File: src/rtl/lmdps_pkg.sv
// Shared types, codes and the dither threshold table for the LED matrix scanner.
package lmdps_pkg;

  localparam logic MODE_WRITE = 1'b0;
  localparam logic MODE_TICK  = 1'b1;

  localparam int unsigned STEP_W      = 6;
  localparam int unsigned TABLE_LEN   = 41;
  localparam int unsigned IN_DATA_W   = 16;
  localparam int unsigned OUT_DATA_W  = 16;
  localparam int unsigned COL_IDX_W   = 3;
  localparam int unsigned PATTERN_W   = 7;
  localparam int unsigned PIX_LEVEL_W = 6;

  localparam logic [STEP_W-1:0] STEP_LIMIT_RESET = 6'd40;

  localparam logic [STEP_W-1:0] DITHER_TABLE [TABLE_LEN] = '{
    6'd0,  6'd20, 6'd12, 6'd32, 6'd6,  6'd26, 6'd23, 6'd36, 6'd3,  6'd16,
    6'd29, 6'd9,  6'd24, 6'd4,  6'd34, 6'd14, 6'd40, 6'd21, 6'd1,  6'd37,
    6'd7,  6'd11, 6'd31, 6'd7,  6'd27, 6'd35, 6'd15, 6'd25, 6'd5,  6'd30,
    6'd10, 6'd22, 6'd39, 6'd2,  6'd19, 6'd33, 6'd13, 6'd28, 6'd8,  6'd18,
    6'd38
  };

  typedef struct packed {
    logic                   en;
    logic [2:0]             row;
    logic [2:0]             col;
    logic [PIX_LEVEL_W-1:0] level;
  } pix_wr_t;

endpackage

File: src/rtl/lmdps_frame.sv
// Frame store of pixel levels and the dithered compare for one column.
module lmdps_frame #(
  parameter int unsigned ROWS       = 7,
  parameter int unsigned COLUMNS    = 5,
  parameter int unsigned LEVEL_BITS = 6,
  localparam int unsigned ROW_W = (ROWS > 1) ? $clog2(ROWS) : 1,
  localparam int unsigned COL_W = (COLUMNS > 1) ? $clog2(COLUMNS) : 1
) (
  input  logic                          clk_i,
  input  logic                          rst_ni,
  input  lmdps_pkg::pix_wr_t            wr_i,
  input  logic [COL_W-1:0]              rd_col_i,
  input  logic [lmdps_pkg::STEP_W-1:0]  step_i,
  output logic [ROWS-1:0]               pattern_o
);

  logic [LEVEL_BITS-1:0] levels_q [ROWS][COLUMNS];
  logic [LEVEL_BITS-1:0] thr;

  always_ff @(posedge clk_i or negedge rst_ni) begin
    if (!rst_ni) begin
      for (int r = 0; r < ROWS; r++) begin
        for (int c = 0; c < COLUMNS; c++) begin
          levels_q[r][c] <= '0;
        end
      end
    end else if (wr_i.en) begin
      levels_q[wr_i.row[ROW_W-1:0]][wr_i.col[COL_W-1:0]] <= LEVEL_BITS'(wr_i.level);
    end
  end

  always_comb begin
    if (step_i < lmdps_pkg::STEP_W'(lmdps_pkg::TABLE_LEN)) begin
      thr = LEVEL_BITS'(lmdps_pkg::DITHER_TABLE[step_i]);
    end else begin
      thr = '1;
    end
  end

  always_comb begin
    for (int r = 0; r < ROWS; r++) begin
      pattern_o[r] = thr < levels_q[r][rd_col_i];
    end
  end

endmodule

File: src/rtl/led_matrix_dithered_pwm_scan_core.sv
// Top level of the dithered PWM column scanner for a grayscale LED matrix.
//
// Input beats arrive on the s_axis channel. tuser selects the kind of beat:
// a write beat stores one pixel level in the frame store, and a tick beat
// drives the next column. Writes outside the matrix are dropped, and write
// beats never produce an output beat.
// Each tick beat yields one m_axis beat with the column index and the rows
// lit in it, registered in the output register, or in the skid register on a stall.
// The block accepts one beat per clock cycle while the skid register is empty; the dither
// table compare and the counter updates fit between the input and the output register.
// The step limit is written on the cfg channel, which is always ready. The user must
// write it only while the block is idle; the block itself does not enforce this.
// Reset clears the frame store, the step and column counters, and the valid flags
// of both output registers, and sets the step limit to 40.
// When the receiver stalls, one more tick result is held in a skid register;
// s_axis_tready drops only while that register is full.
module led_matrix_dithered_pwm_scan_core #(
  parameter int unsigned ROWS       = 7,
  parameter int unsigned COLUMNS    = 5,
  parameter int unsigned LEVEL_BITS = 6
) (
  input  logic                               clk_i,
  input  logic                               rst_ni,
  input  logic                               s_axis_tvalid,
  output logic                               s_axis_tready,
  // pixel_row [2:0], pixel_column [5:3], pixel_level [11:6], zero [15:12]
  input  logic [lmdps_pkg::IN_DATA_W-1:0]    s_axis_tdata,
  // mode [0]
  input  logic                               s_axis_tuser,
  output logic                               m_axis_tvalid,
  input  logic                               m_axis_tready,
  // column_index [2:0], row_pattern [9:3], zero [15:10]
  output logic [lmdps_pkg::OUT_DATA_W-1:0]   m_axis_tdata,
  input  logic                               cfg_valid_i,
  output logic                               cfg_ready_o,
  input  logic [lmdps_pkg::STEP_W-1:0]       cfg_data_i
);

  localparam int unsigned COL_W = (COLUMNS > 1) ? $clog2(COLUMNS) : 1;
  localparam int unsigned RES_W = lmdps_pkg::COL_IDX_W + lmdps_pkg::PATTERN_W;

  logic [lmdps_pkg::STEP_W-1:0] limit_q, limit_d;
  logic [lmdps_pkg::STEP_W-1:0] step_q, step_d, step_cur;
  logic [COL_W-1:0]             col_q, col_d, col_cur;
  logic                         out_valid_q, out_valid_d;
  logic                         skid_valid_q, skid_valid_d;
  logic [RES_W-1:0]             out_res_q, out_res_d;
  logic [RES_W-1:0]             skid_res_q, skid_res_d;
  logic [RES_W-1:0]             new_res;
  logic [ROWS-1:0]              pattern;
  logic                         in_fire, tick_fire, m_fire;
  lmdps_pkg::pix_wr_t           pix_wr;

  assign s_axis_tready = !skid_valid_q;
  assign cfg_ready_o   = 1'b1;
  assign in_fire       = s_axis_tvalid && s_axis_tready;
  assign tick_fire     = in_fire && (s_axis_tuser == lmdps_pkg::MODE_TICK);
  assign m_fire        = out_valid_q && m_axis_tready;

  always_comb begin
    pix_wr.row   = s_axis_tdata[2:0];
    pix_wr.col   = s_axis_tdata[5:3];
    pix_wr.level = s_axis_tdata[11:6];
    pix_wr.en    = in_fire && (s_axis_tuser == lmdps_pkg::MODE_WRITE)
                   && ({1'b0, s_axis_tdata[2:0]} < 4'(ROWS))
                   && ({1'b0, s_axis_tdata[5:3]} < 4'(COLUMNS));
  end

  always_comb begin
    step_cur = (step_q > limit_q) ? '0 : step_q;
    col_cur  = ({1'b0, col_q} >= (COL_W + 1)'(COLUMNS)) ? '0 : col_q;
  end

  lmdps_frame #(
    .ROWS       (ROWS),
    .COLUMNS    (COLUMNS),
    .LEVEL_BITS (LEVEL_BITS)
  ) u_frame (
    .clk_i     (clk_i),
    .rst_ni    (rst_ni),
    .wr_i      (pix_wr),
    .rd_col_i  (col_cur),
    .step_i    (step_cur),
    .pattern_o (pattern)
  );

  assign new_res = {lmdps_pkg::PATTERN_W'(pattern), lmdps_pkg::COL_IDX_W'(col_cur)};

  always_comb begin
    limit_d = cfg_valid_i ? cfg_data_i : limit_q;
    step_d  = step_q;
    col_d   = col_q;
    if (tick_fire) begin
      step_d = step_cur + 1'b1;
      col_d  = ({1'b0, col_cur} == (COL_W + 1)'(COLUMNS - 1)) ? '0 : col_cur + 1'b1;
    end
  end

  always_comb begin
    out_valid_d  = out_valid_q;
    skid_valid_d = skid_valid_q;
    out_res_d    = out_res_q;
    skid_res_d   = skid_res_q;
    if (m_fire) begin
      if (skid_valid_q) begin
        out_res_d    = skid_res_q;
        skid_valid_d = 1'b0;
      end else begin
        out_valid_d = 1'b0;
      end
    end
    if (tick_fire) begin
      if (!out_valid_q || m_fire) begin
        out_res_d   = new_res;
        out_valid_d = 1'b1;
      end else begin
        skid_res_d   = new_res;
        skid_valid_d = 1'b1;
      end
    end
  end

  always_ff @(posedge clk_i or negedge rst_ni) begin
    if (!rst_ni) begin
      limit_q      <= lmdps_pkg::STEP_LIMIT_RESET;
      step_q       <= '0;
      col_q        <= '0;
      out_valid_q  <= 1'b0;
      skid_valid_q <= 1'b0;
    end else begin
      limit_q      <= limit_d;
      step_q       <= step_d;
      col_q        <= col_d;
      out_valid_q  <= out_valid_d;
      skid_valid_q <= skid_valid_d;
    end
  end

  always_ff @(posedge clk_i) begin
    out_res_q  <= out_res_d;
    skid_res_q <= skid_res_d;
  end

  assign m_axis_tvalid = out_valid_q;
  assign m_axis_tdata  = lmdps_pkg::OUT_DATA_W'(out_res_q);

endmodule

File: config.mk
export PLATFORM = sky130hd
export DESIGN_NAME = led_matrix_dithered_pwm_scan_core
export DESIGN_NICKNAME = d
export VERILOG_FILES = /design/src/rtl/lmdps_pkg.sv /design/src/rtl/lmdps_frame.sv /design/src/rtl/led_matrix_dithered_pwm_scan_core.sv
export SDC_FILE = /design/constraint.sdc
export NUM_CORES = 1
export LEC_CHECK = 0
export BUFFER_PORTS_ARGS = -buffer_cell sky130_fd_sc_hd__buf_2
export CORE_MARGIN = 2
export CORE_UTILIZATION = 40
export CTS_CLUSTER_SIZE = 12
export DETAILED_ROUTE_END_ITERATION = 10
export RECOVER_POWER = 100
export SLEW_MARGIN = 20
export SYNTH_ARGS = -nofsm -noshare
export SYNTH_HDL_FRONTEND = slang
export SYNTH_SLANG_ARGS = --single-unit
File: constraint.sdc
create_clock -name clk_i -period 5.8 [get_ports clk_i]
set_input_delay 0.87 -clock clk_i [delete_from_list [all_inputs] [get_ports clk_i]]
set_output_delay 0.87 -clock clk_i [all_outputs]
set_load 0.01 [all_outputs]
=== Word level (Yosys, flattened, before mapping) ===
Memory sizes are Yosys's and may differ from the RTL's.
Cells that the tools add are included.

* Register bits: 247
* Bits in read-only memories: 384
* Input bits: 28
* Output and inout port bits: 19
* Logic and storage cells: 125
* Memories kept: 1

* Add/sub/neg operators: 2
* $lt $le $gt $ge: 18
* Equality and inequality tests: 1
* Mux-type cells: 43
* Bitwise logic cells: 6
* Reduce and logical (&&, ||, !) cells: 12

{| class="wikitable"
|+ Memories
! memory !! words !! bits a word !! read ports !! clocked after memory_dff !! wr ports !! RTL line !! text
|-
| (name not given) || 64 || 6 || 1 || 0 || 0 || lmdps_frame.sv:34 || <nowiki>thr = LEVEL_BITS'(lmdps_pkg::DITHER_TABLE[step_i]);</nowiki>
|}

{| class="wikitable"
|+ Operator list
! cell !! count
|-
| $bwmux W210 || 1
|-
| $bmux W6 S3 || 7
|-
| $mux W6 || 19
|-
| $demux W30 S3 || 1
|-
| $lt A6 B6 Y1 || 7
|-
| $mux W10 || 4
|-
| $mux W30 || 1
|-
| $demux W6 S3 || 1
|-
| $ge A4 B4 Y1 const B || 3
|-
| $not A3 Y4 || 3
|-
| $logic_and A1 B1 Y1 || 8
|-
| $lt A4 B1 Y1 const B || 2
|-
| $ge A7 B7 Y1 const B || 1
|-
| $mux W1 || 7
|-
| $not A6 Y7 || 1
|-
| $add A6 B1 Y6 const B || 1
|-
| $gt A6 B6 Y1 || 1
|-
| $lt A3 B3 Y1 const B || 2
|-
| $lt A6 B6 Y1 const B || 1
|-
| $mux W3 || 2
|-
| $add A3 B1 Y3 const B || 1
|-
| $eq A3 B3 Y1 const B || 1
|-
| $ge A3 B3 Y1 const B || 1
|-
| $logic_not A1 Y1 || 2
|-
| 3 further kinds || 4
|}

=== Depth between registers and ports, before layout ===
Gate-level depths: netlist of run 1.

* Depth after elaboration: 10
* Depth in mapped cells: 19

=== Modules after synthesis ===
A second synthesis of run 1 with hierarchy kept.

* Cell total of the unflattened synthesis: 1,025
* Area total of the unflattened synthesis: 12,751.0 um^2

{| class="wikitable"
|+ By module, submodules not included
! module !! instances !! cells each !! area each (um^2) !! sequential area each (um^2)
|-
| lmdps_frame || 1 || 851 || 10,966.8 || 5,255.0
|-
| led_matrix_dithered_pwm_scan_core || 1 || 174 || 1,784.2 || 928.4
|}

=== Least setup slack after synthesis of run 1 ===
Ideal clock, no wire load.

* Path type: flip-flop to flip-flop
* Start: reg limit_q[5] (netlist name)
* End: reg out_res_q[5]
* Library setup time: 74 ps
* Data arrival time: 4,326 ps
* Required time: 5,726 ps
* Slack: 1,400 ps
* Stages on the path, launching flop included: 17
* Path through: dfstp_2 > inv_1 > ha_1 > and4_1 > and3_1 > a31oi_1 > nand2b_1 > ha_1 > inv_1 > mux4_2 > nor3_1 > o31ai_1 > ha_1 > a21oi_1 > o21ai_0 > or4_1 > o21ai_0

* Longest elaborated chain between the ends: 10
* Elaborated cells on any way between the ends: 11

{| class="wikitable"
|+ Ends and longest elaborated chain
! item !! RTL line !! text
|-
| start: declaration || led_matrix_dithered_pwm_scan_core.sv:42 || <nowiki>logic [lmdps_pkg::STEP_W-1:0] limit_q, limit_d;</nowiki>
|-
| start signal: assignment || led_matrix_dithered_pwm_scan_core.sv:125 || <nowiki>limit_q <= lmdps_pkg::STEP_LIMIT_RESET;</nowiki>
|-
| start signal: assignment || led_matrix_dithered_pwm_scan_core.sv:131 || <nowiki>limit_q <= limit_d;</nowiki>
|-
| $gt A6 B6 Y1 (*) || led_matrix_dithered_pwm_scan_core.sv:70 || <nowiki>step_cur = (step_q > limit_q) ? '0 : step_q;</nowiki>
|-
| $mux W6 (*) || led_matrix_dithered_pwm_scan_core.sv:70 ||
|-
| $not A6 Y7 (implied by the code) || lmdps_frame.sv:34 ||
|-
| $mem_v2 Z64 W6 || -- ||
|-
| $mux W6 (implied by the code) (2 in series) || lmdps_frame.sv:34 ||
|-
| $mux W6 (*) || lmdps_frame.sv:33 || <nowiki>if (step_i < lmdps_pkg::STEP_W'(lmdps_pkg::TABLE_LEN)) begin</nowiki>
|-
| $lt A6 B6 Y1 (*) || lmdps_frame.sv:42 || <nowiki>pattern_o[r] = thr < levels_q[r][rd_col_i];</nowiki>
|-
| $mux W10 (*) || led_matrix_dithered_pwm_scan_core.sv:113 || <nowiki>if (!out_valid_q || m_fire) begin</nowiki>
|-
| $mux W10 (*) || led_matrix_dithered_pwm_scan_core.sv:112 || <nowiki>if (tick_fire) begin</nowiki>
|-
| via out_res_d[5] || led_matrix_dithered_pwm_scan_core.sv:47 || <nowiki>logic [RES_W-1:0] out_res_q, out_res_d;</nowiki>
|-
| end signal: assignment || led_matrix_dithered_pwm_scan_core.sv:140 || <nowiki>out_res_q <= out_res_d;</nowiki>
|-
| end: declaration || led_matrix_dithered_pwm_scan_core.sv:47 ||
|}

Mark *: on every way through the listed nets, which the timed path passes. The rest lies on a longest branch. The select of a mux whose other input is x is not followed.
A chain may end at the register's enable or synchronous reset.

=== Worst setup path in the final report of run 1 ===
* Start: reg step_q[4] (netlist name)
* End: reg out_res_q[6]

* Longest elaborated chain between the ends: 10
* Elaborated cells on any way between the ends: 11

{| class="wikitable"
|+ Ends and longest elaborated chain
! item !! RTL line !! text
|-
| start: declaration || led_matrix_dithered_pwm_scan_core.sv:43 || <nowiki>logic [lmdps_pkg::STEP_W-1:0] step_q, step_d, step_cur;</nowiki>
|-
| start signal: assignment || led_matrix_dithered_pwm_scan_core.sv:132 || <nowiki>step_q <= step_d;</nowiki>
|-
| $gt A6 B6 Y1 || led_matrix_dithered_pwm_scan_core.sv:70 ||
|-
| $mux W6 (*) || led_matrix_dithered_pwm_scan_core.sv:70 ||
|-
| $not A6 Y7 (implied by the code) || lmdps_frame.sv:34 ||
|-
| $mem_v2 Z64 W6 || -- ||
|-
| $mux W6 (implied by the code) (2 in series) || lmdps_frame.sv:34 ||
|-
| $mux W6 (*) || lmdps_frame.sv:33 ||
|-
| $lt A6 B6 Y1 (*) || lmdps_frame.sv:42 ||
|-
| $mux W10 (*) || led_matrix_dithered_pwm_scan_core.sv:113 ||
|-
| $mux W10 (*) || led_matrix_dithered_pwm_scan_core.sv:112 ||
|-
| via out_res_d[6] || led_matrix_dithered_pwm_scan_core.sv:47 ||
|}

Marked as above.

==> results of run 1 <==
## registers in the layout, summed over array words and instances, names as in the netlist
| register | cells |
|---|---|
| col_q | 3 |
| skid_res_q | 10 |
| limit_q | 6 |
| u_frame.levels_q | 210 |
| out_res_q | 10 |
| step_q | 6 |
| m_axis_tvalid | 1 |
| skid_valid_q | 1 |
## logic make-up after synthesis
family	Yosys count	share of synthesized area, %
adder cells (fa/ha/maj)	51	4.91
buffers and inverters	98	3.16
other	2	0.0578
multiplexers	268	22.9
flip-flops	247	47.6
AND/OR/NAND/NOR	237	9.87
AO/OA/AOI/OAI	232	11.5
## cell type report
| cell class | instances | area [sq um] |
|---|---|---|
| multi-input combinational | 795 | 6350 |
| tap | 435 | 544 |
| antenna | 1 | 2.50 |
| clock buffer | 44 | 800 |
| fill | 2995 | 17500 |
| clock inverter | 6 | 97.6 |
| inverter | 17 | 63.8 |
| sequential | 247 | 6180 |
| timing repair buffer | 54 | 304 |
## worst max path at each step
stage,startpoint,endpoint,slack [ns],cells past startpoint
global placement,step_q[4],out_res_q[8],0.98,17
finish,step_q[4],out_res_q[6],0.83,17
CTS,step_q[4],out_res_q[6],0.84,17
global route,step_q[4],out_res_q[8],0.41,17
detailed placement,step_q[4],out_res_q[8],0.92,17
floorplan,limit_q[5],out_res_q[5],1.40,16
## worst max-delay path, delay by kind of cell, from the launching register on
family                     cells  cell delay (ns)
AOI/OAI and AO/OA              8             1.77
and+or+nand+nor                5             1.33
adders and majority gates      3             0.96
DFF                            1             0.69
buffers and inverters          1             0.13
## cell usage in the layout (no fill, tap or decap), types with 4 or more instances in the layout
cell and n:
dfrtp_1 224, mux2_2 223, a211oi_1 80, a21oi_1 74, nand2_1 53, ha_1 51
nor2_1 44, nor2b_1 44, mux2i_1 41, o21ai_0 36, clkbuf_1 32, nor3_1 27
clkbuf_16 27, buf_2 18, inv_1 17, nand2b_1 17, nand3_1 11, buf_4 11
a221oi_1 10, dfxtp_1 10, edfxtp_1 10, or3_1 9, o22ai_1 8, o21bai_1 7
or4_1 7, conb_1 7, clkbuf_8 6, o31ai_1 4
## per-layer routing
layer,up-vias,part of all wire [%]
li1,4171,-
met1,4513,49
met3,32,4.3
met4,4,1.5
met2,172,45
met5,-,0.074
## where the power goes
part           leakage (nW)  internal, W  switching (W)
clock network         0.435      0.00103       0.000706
logic                  2.85      0.00115        0.00178
registers              3.28      0.00196       0.000129
total                  6.56      0.00414        0.00262
## through the flow
stage | hold slack (ns) | total power, W | instance area (sq um) | utilization [%] | cells
final | 0.492 | 0.00676 | 14300 | 45.1 | 1599
after global routing | 0.508 | 0.00728 | 14300 | 45.1 | 1599
after CTS | 0.424 | 0.00685 | 14500 | 45.5 | 1598
after detailed placement | 0.483 | 0.00508 | 13600 | 42.7 | 1548
after global placement | 0.476 | 0.00503 | 13600 | 42.7 | 1548
after floorplan | 0.465 | 0.00420 | 13000 | - | 1140
==> out/qor.csv, run 1 <==
stage,metric,value,unit
status,status,"finished, violations left",
status,violations,"capacitance limit, slew limit",
synth,synthArstFlopShare,91.9,%
floorplan,placementRows,65,
finish,drive_gt1_share,25.9,%
global_route,grt_pass1_vias,8735,
clock_network,cts_num_sinks,247,
synth,synth_common_cells,"dfrtp_1 (225), mux2_2 (224), a211oi_1 (79), a21oi_1 (74), clkbuf_1 (59)",
synth,synth-main-ff-cell,dfrtp_1,
clock_network,clk_pin_slew_worst_paths,0.06,ns
synth,yosysSeqAreaShare,47.6,%
sta,timing.final.crit_share,85.7,%
drt,drtPass1Iterations,5,
setup_path,cp.required,6.25,ns
power,ir_worst_vdd,0.293,mV
clock_network,cts-root-buf,clkbuf_16,
sta,maxSlewHeadroom,-87.0,%
min_path,min_to,u_frame.levels_q[39],
global_route,use_met2,29.5,%
drt,wl_per_cell,19.3,um
synth,yosysMostFrequentCell,dfrtp_1,
floorplan,io_pins,47,
sta,max_freq,201,MHz
sta,setup_ws,0.827,ns
clock_network,numCtsBuffers,27,
synth,synth.avg_cell_area,11.4,sq um
sta,hold_viol,0,
min_path,min_delay_path_depth,1,
power,p_leak,6.56,nW
setup_path,startpoint_type,register,
global_route,use_met3,2.69,%
clock_network,hold_buffers,0,
placed_design,dp_hpwl,19200,um
floorplan,die_w,184,um
sta,final_max_slew_viol_count,309,
setup_path,cp.arrival,5.43,ns
clock_network,cts_tree,done,
setup_path,r2r_start,step_q[4],
global_route,antenna_found_initial,3,
floorplan,coreArea,31800,sq um
floorplan,die_h,184,um
sta,setup_violations,0,
synth,yosysUniqueCellTypes,58,
sta,fin_skew,0.0245,ns
setup_path,path_class,reg -> reg,
synth,synth_top_area_share,43.3,%
flow_run,drv_cap,5,
setup_path,crit_chain,ha_1 > and4_1 > and3_1 > a31oi_1 > nand2b_1 > inv_1 > ha_1 > nand2b_1 > a21boi_0 > a221oi_1 > o32a_1 > o21a_1 > ha_1 > a21oi_1 > o21ai_0 > or4_1 > o21ai_0,
synth,ys_warn_count,0,
setup_path,ff2ff_path_depth,17,
setup_path,cp-end-kind,register,
synth,synth_edf_count,10,
synth,netlist_area,13000,sq um
placed_design,pre_cts_slack,0.915,ns
setup_path,critical-path-slowest-cell,dfrtp_1,
global_route,grt_pass1_wl,49400,um
floorplan,floorplan.initialDensity,40.8,%
global_route,grt_max_degree,119,
drt,drt_iter0_markers,536,
finish,area_growth,10.5,%
synth,synth_area_leaders,"dfrtp_1 (43%), mux2_2 (19%), ha_1 (4.9%), a211oi_1 (4.6%), mux2i_1 (3.2%)",
sta,worst_slew_pin_slew,2.81,ns
drt,via_per_inst,5.56,
finish,finalNetCount,1221,
min_path,hold_start,u_frame.levels_q[39],
sta,rsz0062_at_grt,false,
placed_design,routabilityCongestion,0.804,
power,p_per_area,471,nW/um^2
min_path,holdCritPathClass,reg -> reg,
clock_network,cts_setup_buffers,0,
global_route,grt_remaining_overflow,0,
floorplan,die_area,33900,sq um
synth,syn_inst,1135,
global_route,track_usage,18.6,%
setup_path,r2r-end,out_res_q[6],
placed_design,numPortBuffers,35,
setup_path,r2r_slack,0.83,ns
synth,ys_ff_latch,247,
clock_network,post_cts_resized,0,
setup_path,max_stage_delay,0.69,ns
synth,synth_area_leader_cell,dfrtp_1,
global_route,grtUsageMet1,27.2,%
clock_network,htreeDepth,1,
drt,drc,0,
drt,vias,8892,
global_route,busiest_layer,met2,
clock_network,clock_path_buffers,3,
drt,drt_wl_total,30900,um
sta,fin_crit,4.97,ns
drt,ant_nets,0,
setup_path,cpMostUsedCell,ha_1,
setup_path,crit_fanout,18,
sta,timing.setup.tns,0,ns
clock_network,clock_latency,0.56,ns
Note: power is estimated with default switching activity, not from simulation.
==> inputs of run 2 (changes only) <==
==> constraint.sdc (replaced) <==
create_clock -name clk_i -period 5.8 [get_ports clk_i]
set_input_delay 0 -clock clk_i [delete_from_list [all_inputs] [get_ports clk_i]]
set_output_delay 0 -clock clk_i [all_outputs]
set_load 0.01 [all_outputs]
==> run 2 against run 1 <==
Against the previous run: largest power group unchanged; setup slack gained 0.022 ns; die area unchanged; critical path type unchanged; the flow still finishes with violations (capacitance limit, slew limit); non-clock buffer count increased by 19; highest routed layer unchanged; wire length grew 0.64%; via count shrank 0.99%; clock skew is 0.0059 ns lower; sequential power grew 4%; first-iteration DRC count is 5.8% lower.
==> out/qor.csv, run 2 (synthesis results as in run 1) <==
stage,metric,value,unit
finish,finalNetCount,1240,
setup_path,r2r_start,step_q[5],
global_route,track_usage,18.6,%
power,seq_power_share,32.5,%
placed_design,dp_hpwl,19300,um
flow_run,drv_cap,4,
finish,largest_reg_flops,210,
clock_network,cts_tree,done,
floorplan,coreArea,31800,sq um
clock_network,cts_num_sinks,247,
floorplan,io_pins,47,
setup_path,crit_cells,17,
finish,layout_common_cells,"dfrtp_1 (224), mux2_2 (222), a211oi_1 (80), a21oi_1 (74), nand2_1 (53)",
setup_path,path_class,reg -> reg,
sta,setup_violations,0,
power,p_leak,6.62,nW
setup_path,cp-end-kind,register,
setup_path,cp.arrival,5.40,ns
finish,area_growth,11.3,%
sta,fin_crit,4.95,ns
status,status,"finished, violations left",
setup_path,max_stage_delay,0.69,ns
global_route,antenna_found_initial,3,
clock_network,clock_path_buffers,3,
setup_path,ff2ff_path_depth,17,
floorplan,die_w,184,um
sta,final_max_slew_viol_count,239,
drt,vias,8804,
sta,rsz0062_at_grt,false,
power,switching_power,0.00263,W
global_route,grt_remaining_overflow,0,
power,ir_worst_vdd,0.275,mV
setup_path,crit_fanout,16,
setup_path,crit_chain,ha_1 > and4_1 > and3_1 > a31oi_1 > nand2b_1 > inv_1 > ha_1 > nand2b_1 > a21oi_1 > or3_1 > o32a_1 > o21a_1 > ha_1 > a21oi_1 > o21ai_0 > or4_1 > o21ai_0,
setup_path,startpoint_type,register,
setup_path,critical-path-slowest-cell,dfrtp_1,
min_path,hold_start,s_axis_tuser,
sta,maxSlewHeadroom,-105,%
sta,timing.final.crit_share,85.4,%
floorplan,placementRows,65,
finish,utilization,45.5,%
sta,worst_slew_pin_slew,3.07,ns
clock_network,post_cts_resized,0,
finish,regMostFlops,u_frame.levels_q,
setup_path,timing.critical_path.buf_inv,1,
drt,drc,0,
finish,n_antenna_cell,0,
power,pwr-share-comb,43.5,%
min_path,holdCritPathClass,in -> reg,
sta,hold_viol,0,
floorplan,die_h,184,um
clock_network,cts_setup_buffers,0,
drt,drt_wl_total,31100,um
global_route,grt_pass1_vias,8768,
drt,drt_iter0_markers,505,
clock_network,htreeDepth,1,
clock_network,clock_latency,0.53,ns
power,finalPower,0.00669,W
power,sw_frac_of_total,39.3,%
status,violations,"capacitance limit, slew limit",
finish,drive_gt1_share,25.8,%
clock_network,cts-root-buf,clkbuf_16,
floorplan,floorplan.initialDensity,40.8,%
finish,largestRegisters,"u_frame.levels_q (210), out_res_q (10), skid_res_q (10)",
clock_network,numCtsBuffers,27,
setup_path,r2r-end,out_res_q[8],
global_route,grt_max_degree,118,
min_path,min_delay_path_depth,3,
clock_network,clk_pin_slew_worst_paths,0.06,ns
setup_path,cpLargestDelayFamily,simple AND/OR/NAND/NOR gates,
setup_path,cp.required,6.25,ns
setup_path,r2r_slack,0.85,ns
floorplan,die_area,33900,sq um
power,pwr-share-clk,24.0,%
placed_design,numPortBuffers,35,
placed_design,routabilityCongestion,0.791,
finish,layout_commonest_cell,dfrtp_1,
sta,timing.setup.tns,0,ns
power,p_int,0.00406,W
global_route,grt_pass1_wl,49400,um
sta,max_freq,202,MHz
sta,fin_skew,0.0186,ns
drt,via_per_inst,5.45,
drt,wl_per_cell,19.3,um
drt,drtPass1Iterations,7,
power,p_per_area,462,nW/um^2
setup_path,cpMostUsedCell,ha_1,
min_path,min_to,m_axis_tvalid,
drt,ant_nets,0,
run 2: what timing repair did:
item	in CTS	in global routing
hold buffers	20	0
endpoints found under the hold margin	124	0
endpoints found under the setup margin	0	0
run 2: per-stage QoR:
| step | hold slack, ns | area, sq um | worst slack, ns | instances |
|---|---|---|---|---|
| 6_report | 0.0127 | 14500 | 0.848 | 1614 |
| 5_1_grt | 0.0456 | 14500 | 0.355 | 1614 |
| 4_1_cts | 0.00356 | 14600 | 0.902 | 1614 |
| 3_5_place_dp | 0.161 | 13600 | 0.924 | 1547 |
| 3_3_place_gp | 0.170 | 13600 | 1.00 | 1547 |
| 2_1_floorplan | -0.296 | 13000 | 1.40 | 1140 |
run 2: routing by layer:
metal  GRT usage (%)  part of all wire [%]  vias to the layer above
met5               0                  0.11                        -
met3            2.65                   4.2                       36
li1                -                     -                     4199
met2            30.3                    45                      156
met4            3.26                   1.3                        6
met1            26.8                    49                     4407
run 2: worst register-to-register path, stage by stage (launching register included):
cell      delay (ns)
dfrtp_1         0.69
ha_1            0.36
and4_1          0.22
and3_1          0.18
a31oi_1         0.29
nand2b_1        0.26
inv_1           0.12
ha_1            0.28
nand2b_1        0.15
a21oi_1         0.07
or3_1           0.34
o32a_1          0.18
o21a_1          0.42
ha_1            0.33
a21oi_1         0.15
o21ai_0         0.16
or4_1           0.54
o21ai_0         0.14
run 2: layout make-up:
class | count | area, sq um
well taps | 435 | 544
inverters | 17 | 63.8
clock inverters | 9 | 70.1
repair buffers | 73 | 503
fillers | 2966 | 17300
clock buffers | 38 | 737
flip-flops and latches | 247 | 6180
multi-input cells | 795 | 6350
run 2: worst max-delay path by stage:
stage | from | endpoint | slack (ns)
floorplan | limit_q[5] | out_res_q[5] | 1.40
global placement | step_q[4] | out_res_q[8] | 1.00
detailed placement | step_q[4] | out_res_q[3] | 0.92
CTS | step_q[4] | out_res_q[3] | 0.90
global route | step_q[4] | out_res_q[9] | 0.35
finish | step_q[5] | out_res_q[8] | 0.85
run 2: power by group through the flow:
stage	clock network (W)	registers, W	logic [W]
after detailed placement	0	0.00220	0.00290
after global placement	0	0.00220	0.00285
after global routing	0.00172	0.00220	0.00329
after floorplan	0	0.00208	0.00211
after CTS	0.00165	0.00217	0.00294
final	0.00160	0.00217	0.00291
==> inputs of run 3 (changes only) <==
--- a/config.mk
+++ b/config.mk
@@ -7,11 +7,11 @@
 export LEC_CHECK = 0
 export BUFFER_PORTS_ARGS = -buffer_cell sky130_fd_sc_hd__buf_2
 export CORE_MARGIN = 2
-export CORE_UTILIZATION = 40
+export CORE_UTILIZATION = 33
 export CTS_CLUSTER_SIZE = 12
 export DETAILED_ROUTE_END_ITERATION = 10
+export GPL_ROUTABILITY_DRIVEN = 0
 export RECOVER_POWER = 100
-export SLEW_MARGIN = 20
 export SYNTH_ARGS = -nofsm -noshare
 export SYNTH_HDL_FRONTEND = slang
 export SYNTH_SLANG_ARGS = --single-unit
==> run 3 against run 2 <==
Against the previous run: the flow still finishes with violations (capacitance limit, slew limit); first-iteration DRC count increased by 26%; clock power increased by 16%; setup slack got worse by 0.059 ns; final cell count increased by 5.5%; wire length increased by 1.3%; flip-flop and latch count unchanged; global-route usage decreased by 3.1 points; die area increased by 21%; critical path type unchanged; largest power group unchanged.
==> out/qor.csv, run 3 (synthesis results as in run 1) <==
stage,metric,value,unit
finish,layout_common_cells,"dfrtp_1 (225), mux2_2 (224), a211oi_1 (80), a21oi_1 (74), nand2_1 (53)",
clock_network,post_cts_resized,0,
floorplan,io_pins,47,
clock_network,cts_num_sinks,247,
power,finalPower,0.00690,W
sta,setup_violations,0,
floorplan,die_w,202,um
global_route,track_usage,15.5,%
setup_path,crit_fanout,18,
drt,wl_per_cell,18.5,um
setup_path,r2r_start,step_q[4],
drt,drt_wl_total,31500,um
setup_path,crit_chain,ha_1 > and4_1 > and3_1 > a31oi_1 > nand2b_1 > inv_1 > ha_1 > nand2b_1 > a21boi_0 > a221oi_1 > o32a_1 > o21a_1 > ha_1 > a21oi_1 > o21ai_0 > or4_1 > o21ai_0,
global_route,grt_remaining_overflow,0,
setup_path,cp.arrival,5.49,ns
min_path,min_to,m_axis_tvalid,
setup_path,ff2ff_path_depth,17,
setup_path,cp.required,6.28,ns
sta,rsz0062_at_grt,false,
setup_path,r2r-end,out_res_q[3],
placed_design,dp_hpwl,20100,um
drt,drc,0,
drt,vias,8865,
sta,max_freq,200,MHz
setup_path,cp-end-kind,register,
status,status,"finished, violations left",
clock_network,clk_pin_slew_worst_paths,0.06,ns
clock_network,numCtsBuffers,28,
drt,drtPass1Iterations,4,
min_path,holdCritPathClass,in -> reg,
power,p_leak,6.70,nW
global_route,antenna_found_initial,5,
finish,regMostFlops,u_frame.levels_q,
sta,maxSlewHeadroom,-85.6,%
clock_network,clock_path_buffers,3,
clock_network,clock_latency,0.55,ns
floorplan,placementRows,72,
floorplan,floorplan.initialDensity,33.5,%
floorplan,die_area,41000,sq um
global_route,grt_max_degree,109,
clock_network,cts_tree,done,
power,ir_worst_vdd,0.247,mV
finish,drive_gt1_share,26.4,%
status,violations,"capacitance limit, slew limit",
sta,timing.setup.tns,0,ns
sta,fin_skew,0.0192,ns
setup_path,max_stage_delay,0.71,ns
sta,timing.final.crit_share,86.4,%
drt,via_per_inst,5.21,
finish,largestRegisters,"u_frame.levels_q (210), out_res_q (10), skid_res_q (10)",
setup_path,path_class,reg -> reg,
finish,area_growth,13.3,%
setup_path,cpMostUsedCell,ha_1,
drt,ant_nets,0,
finish,finalNetCount,1242,
finish,multi_input_area,6350,sq um
sta,hold_viol,0,
min_path,hold_start,s_axis_tuser,
setup_path,r2r_slack,0.79,ns
finish,n_antenna_cell,0,
flow_run,drv_cap,3,
global_route,grt_pass1_vias,8936,
min_path,min_delay_path_depth,3,
clock_network,cts-root-buf,clkbuf_16,
sta,worst_slew_pin_slew,2.78,ns
placed_design,numPortBuffers,35,
floorplan,coreArea,38700,sq um
setup_path,startpoint_type,register,
power,p_per_area,469,nW/um^2
sta,fin_crit,5.01,ns
finish,layout_commonest_cell,dfrtp_1,
global_route,grt_pass1_wl,50500,um
floorplan,die_h,202,um
finish,seq_area,6180,sq um
setup_path,critical-path-slowest-cell,dfrtp_1,
finish,largest_reg_flops,210,
clock_network,htreeDepth,1,
finish,nFillCells,3828,
drt,drt_iter0_markers,634,
sta,final_max_slew_viol_count,186,
[run 3: cell types whose count changed in the layout (fill, tap and decap cells not counted), moves of 2 or more]
cell	change
mux2_2	+2
bufinv_16	+2
clkinv_2	-4
clkbuf_8	+6
buf_4	+2
clkbuf_1	-4
mux2_1	-2
[run 3: cell type report]
type                            count  area share, %
Inverter                           17          0.434
Tap cell                          518           4.41
Multi-Input combinational cell    795           43.2
Timing Repair Buffer               74           3.39
Clock inverter                      9          0.918
Clock buffer                       42           5.66
Sequential cell                   247           42.0
[run 3: how the worst max path moves through the flow]
stage | start | cells past startpoint | to
floorplan | limit_q[5] | 16 | out_res_q[5]
global placement | step_q[4] | 17 | out_res_q[8]
detailed placement | step_q[4] | 17 | out_res_q[3]
CTS | step_q[4] | 17 | out_res_q[4]
global route | step_q[4] | 17 | out_res_q[3]
finish | step_q[4] | 17 | out_res_q[3]
[run 3: stage by stage]
stage               instances  util, %  setup slack (ns)  hold slack [ns]  area, sq um
floorplan                1140        -              1.40           -0.296        13000
global placement         1631     35.2             0.893            0.124        13700
detailed placement       1631     35.2             0.842            0.132        13700
CTS                      1702     38.3             0.827           0.0108        14800
global route             1702     38.0             0.356           0.0337        14700
finish                   1702     38.0             0.789          0.00649        14700
[run 3: power breakdown]
group          internal [W]  switching [W]
clock               0.00112       0.000722
combinational       0.00115        0.00176
sequential          0.00196       0.000188
total               0.00423        0.00267
[run 3: timing repair]
action / 4_1_cts / 5_1_grt
buffers inserted: 0 / 0
hold endpoints to repair: 117 / 0
setup endpoints to repair: 0 / 0
hold buffers: 20 / 0
[run 3: worst max-delay path, delay by kind of cell, from the launching register on]
kind | cells | cell delay [ns]
fa+ha+maj | 3 | 0.96
simple gates | 5 | 1.34
buf+inv | 1 | 0.12
flops | 1 | 0.71
compound gates | 8 | 1.82
[run 3: layer usage]
layer	share of wire [%]	vias to the layer above	GRT usage (%)
li1	-	4202	-
met1	49	4458	22.2
met2	45	149	24.8
met3	3.9	50	2.23
met4	1.9	6	3.36
met5	0.13	-	0
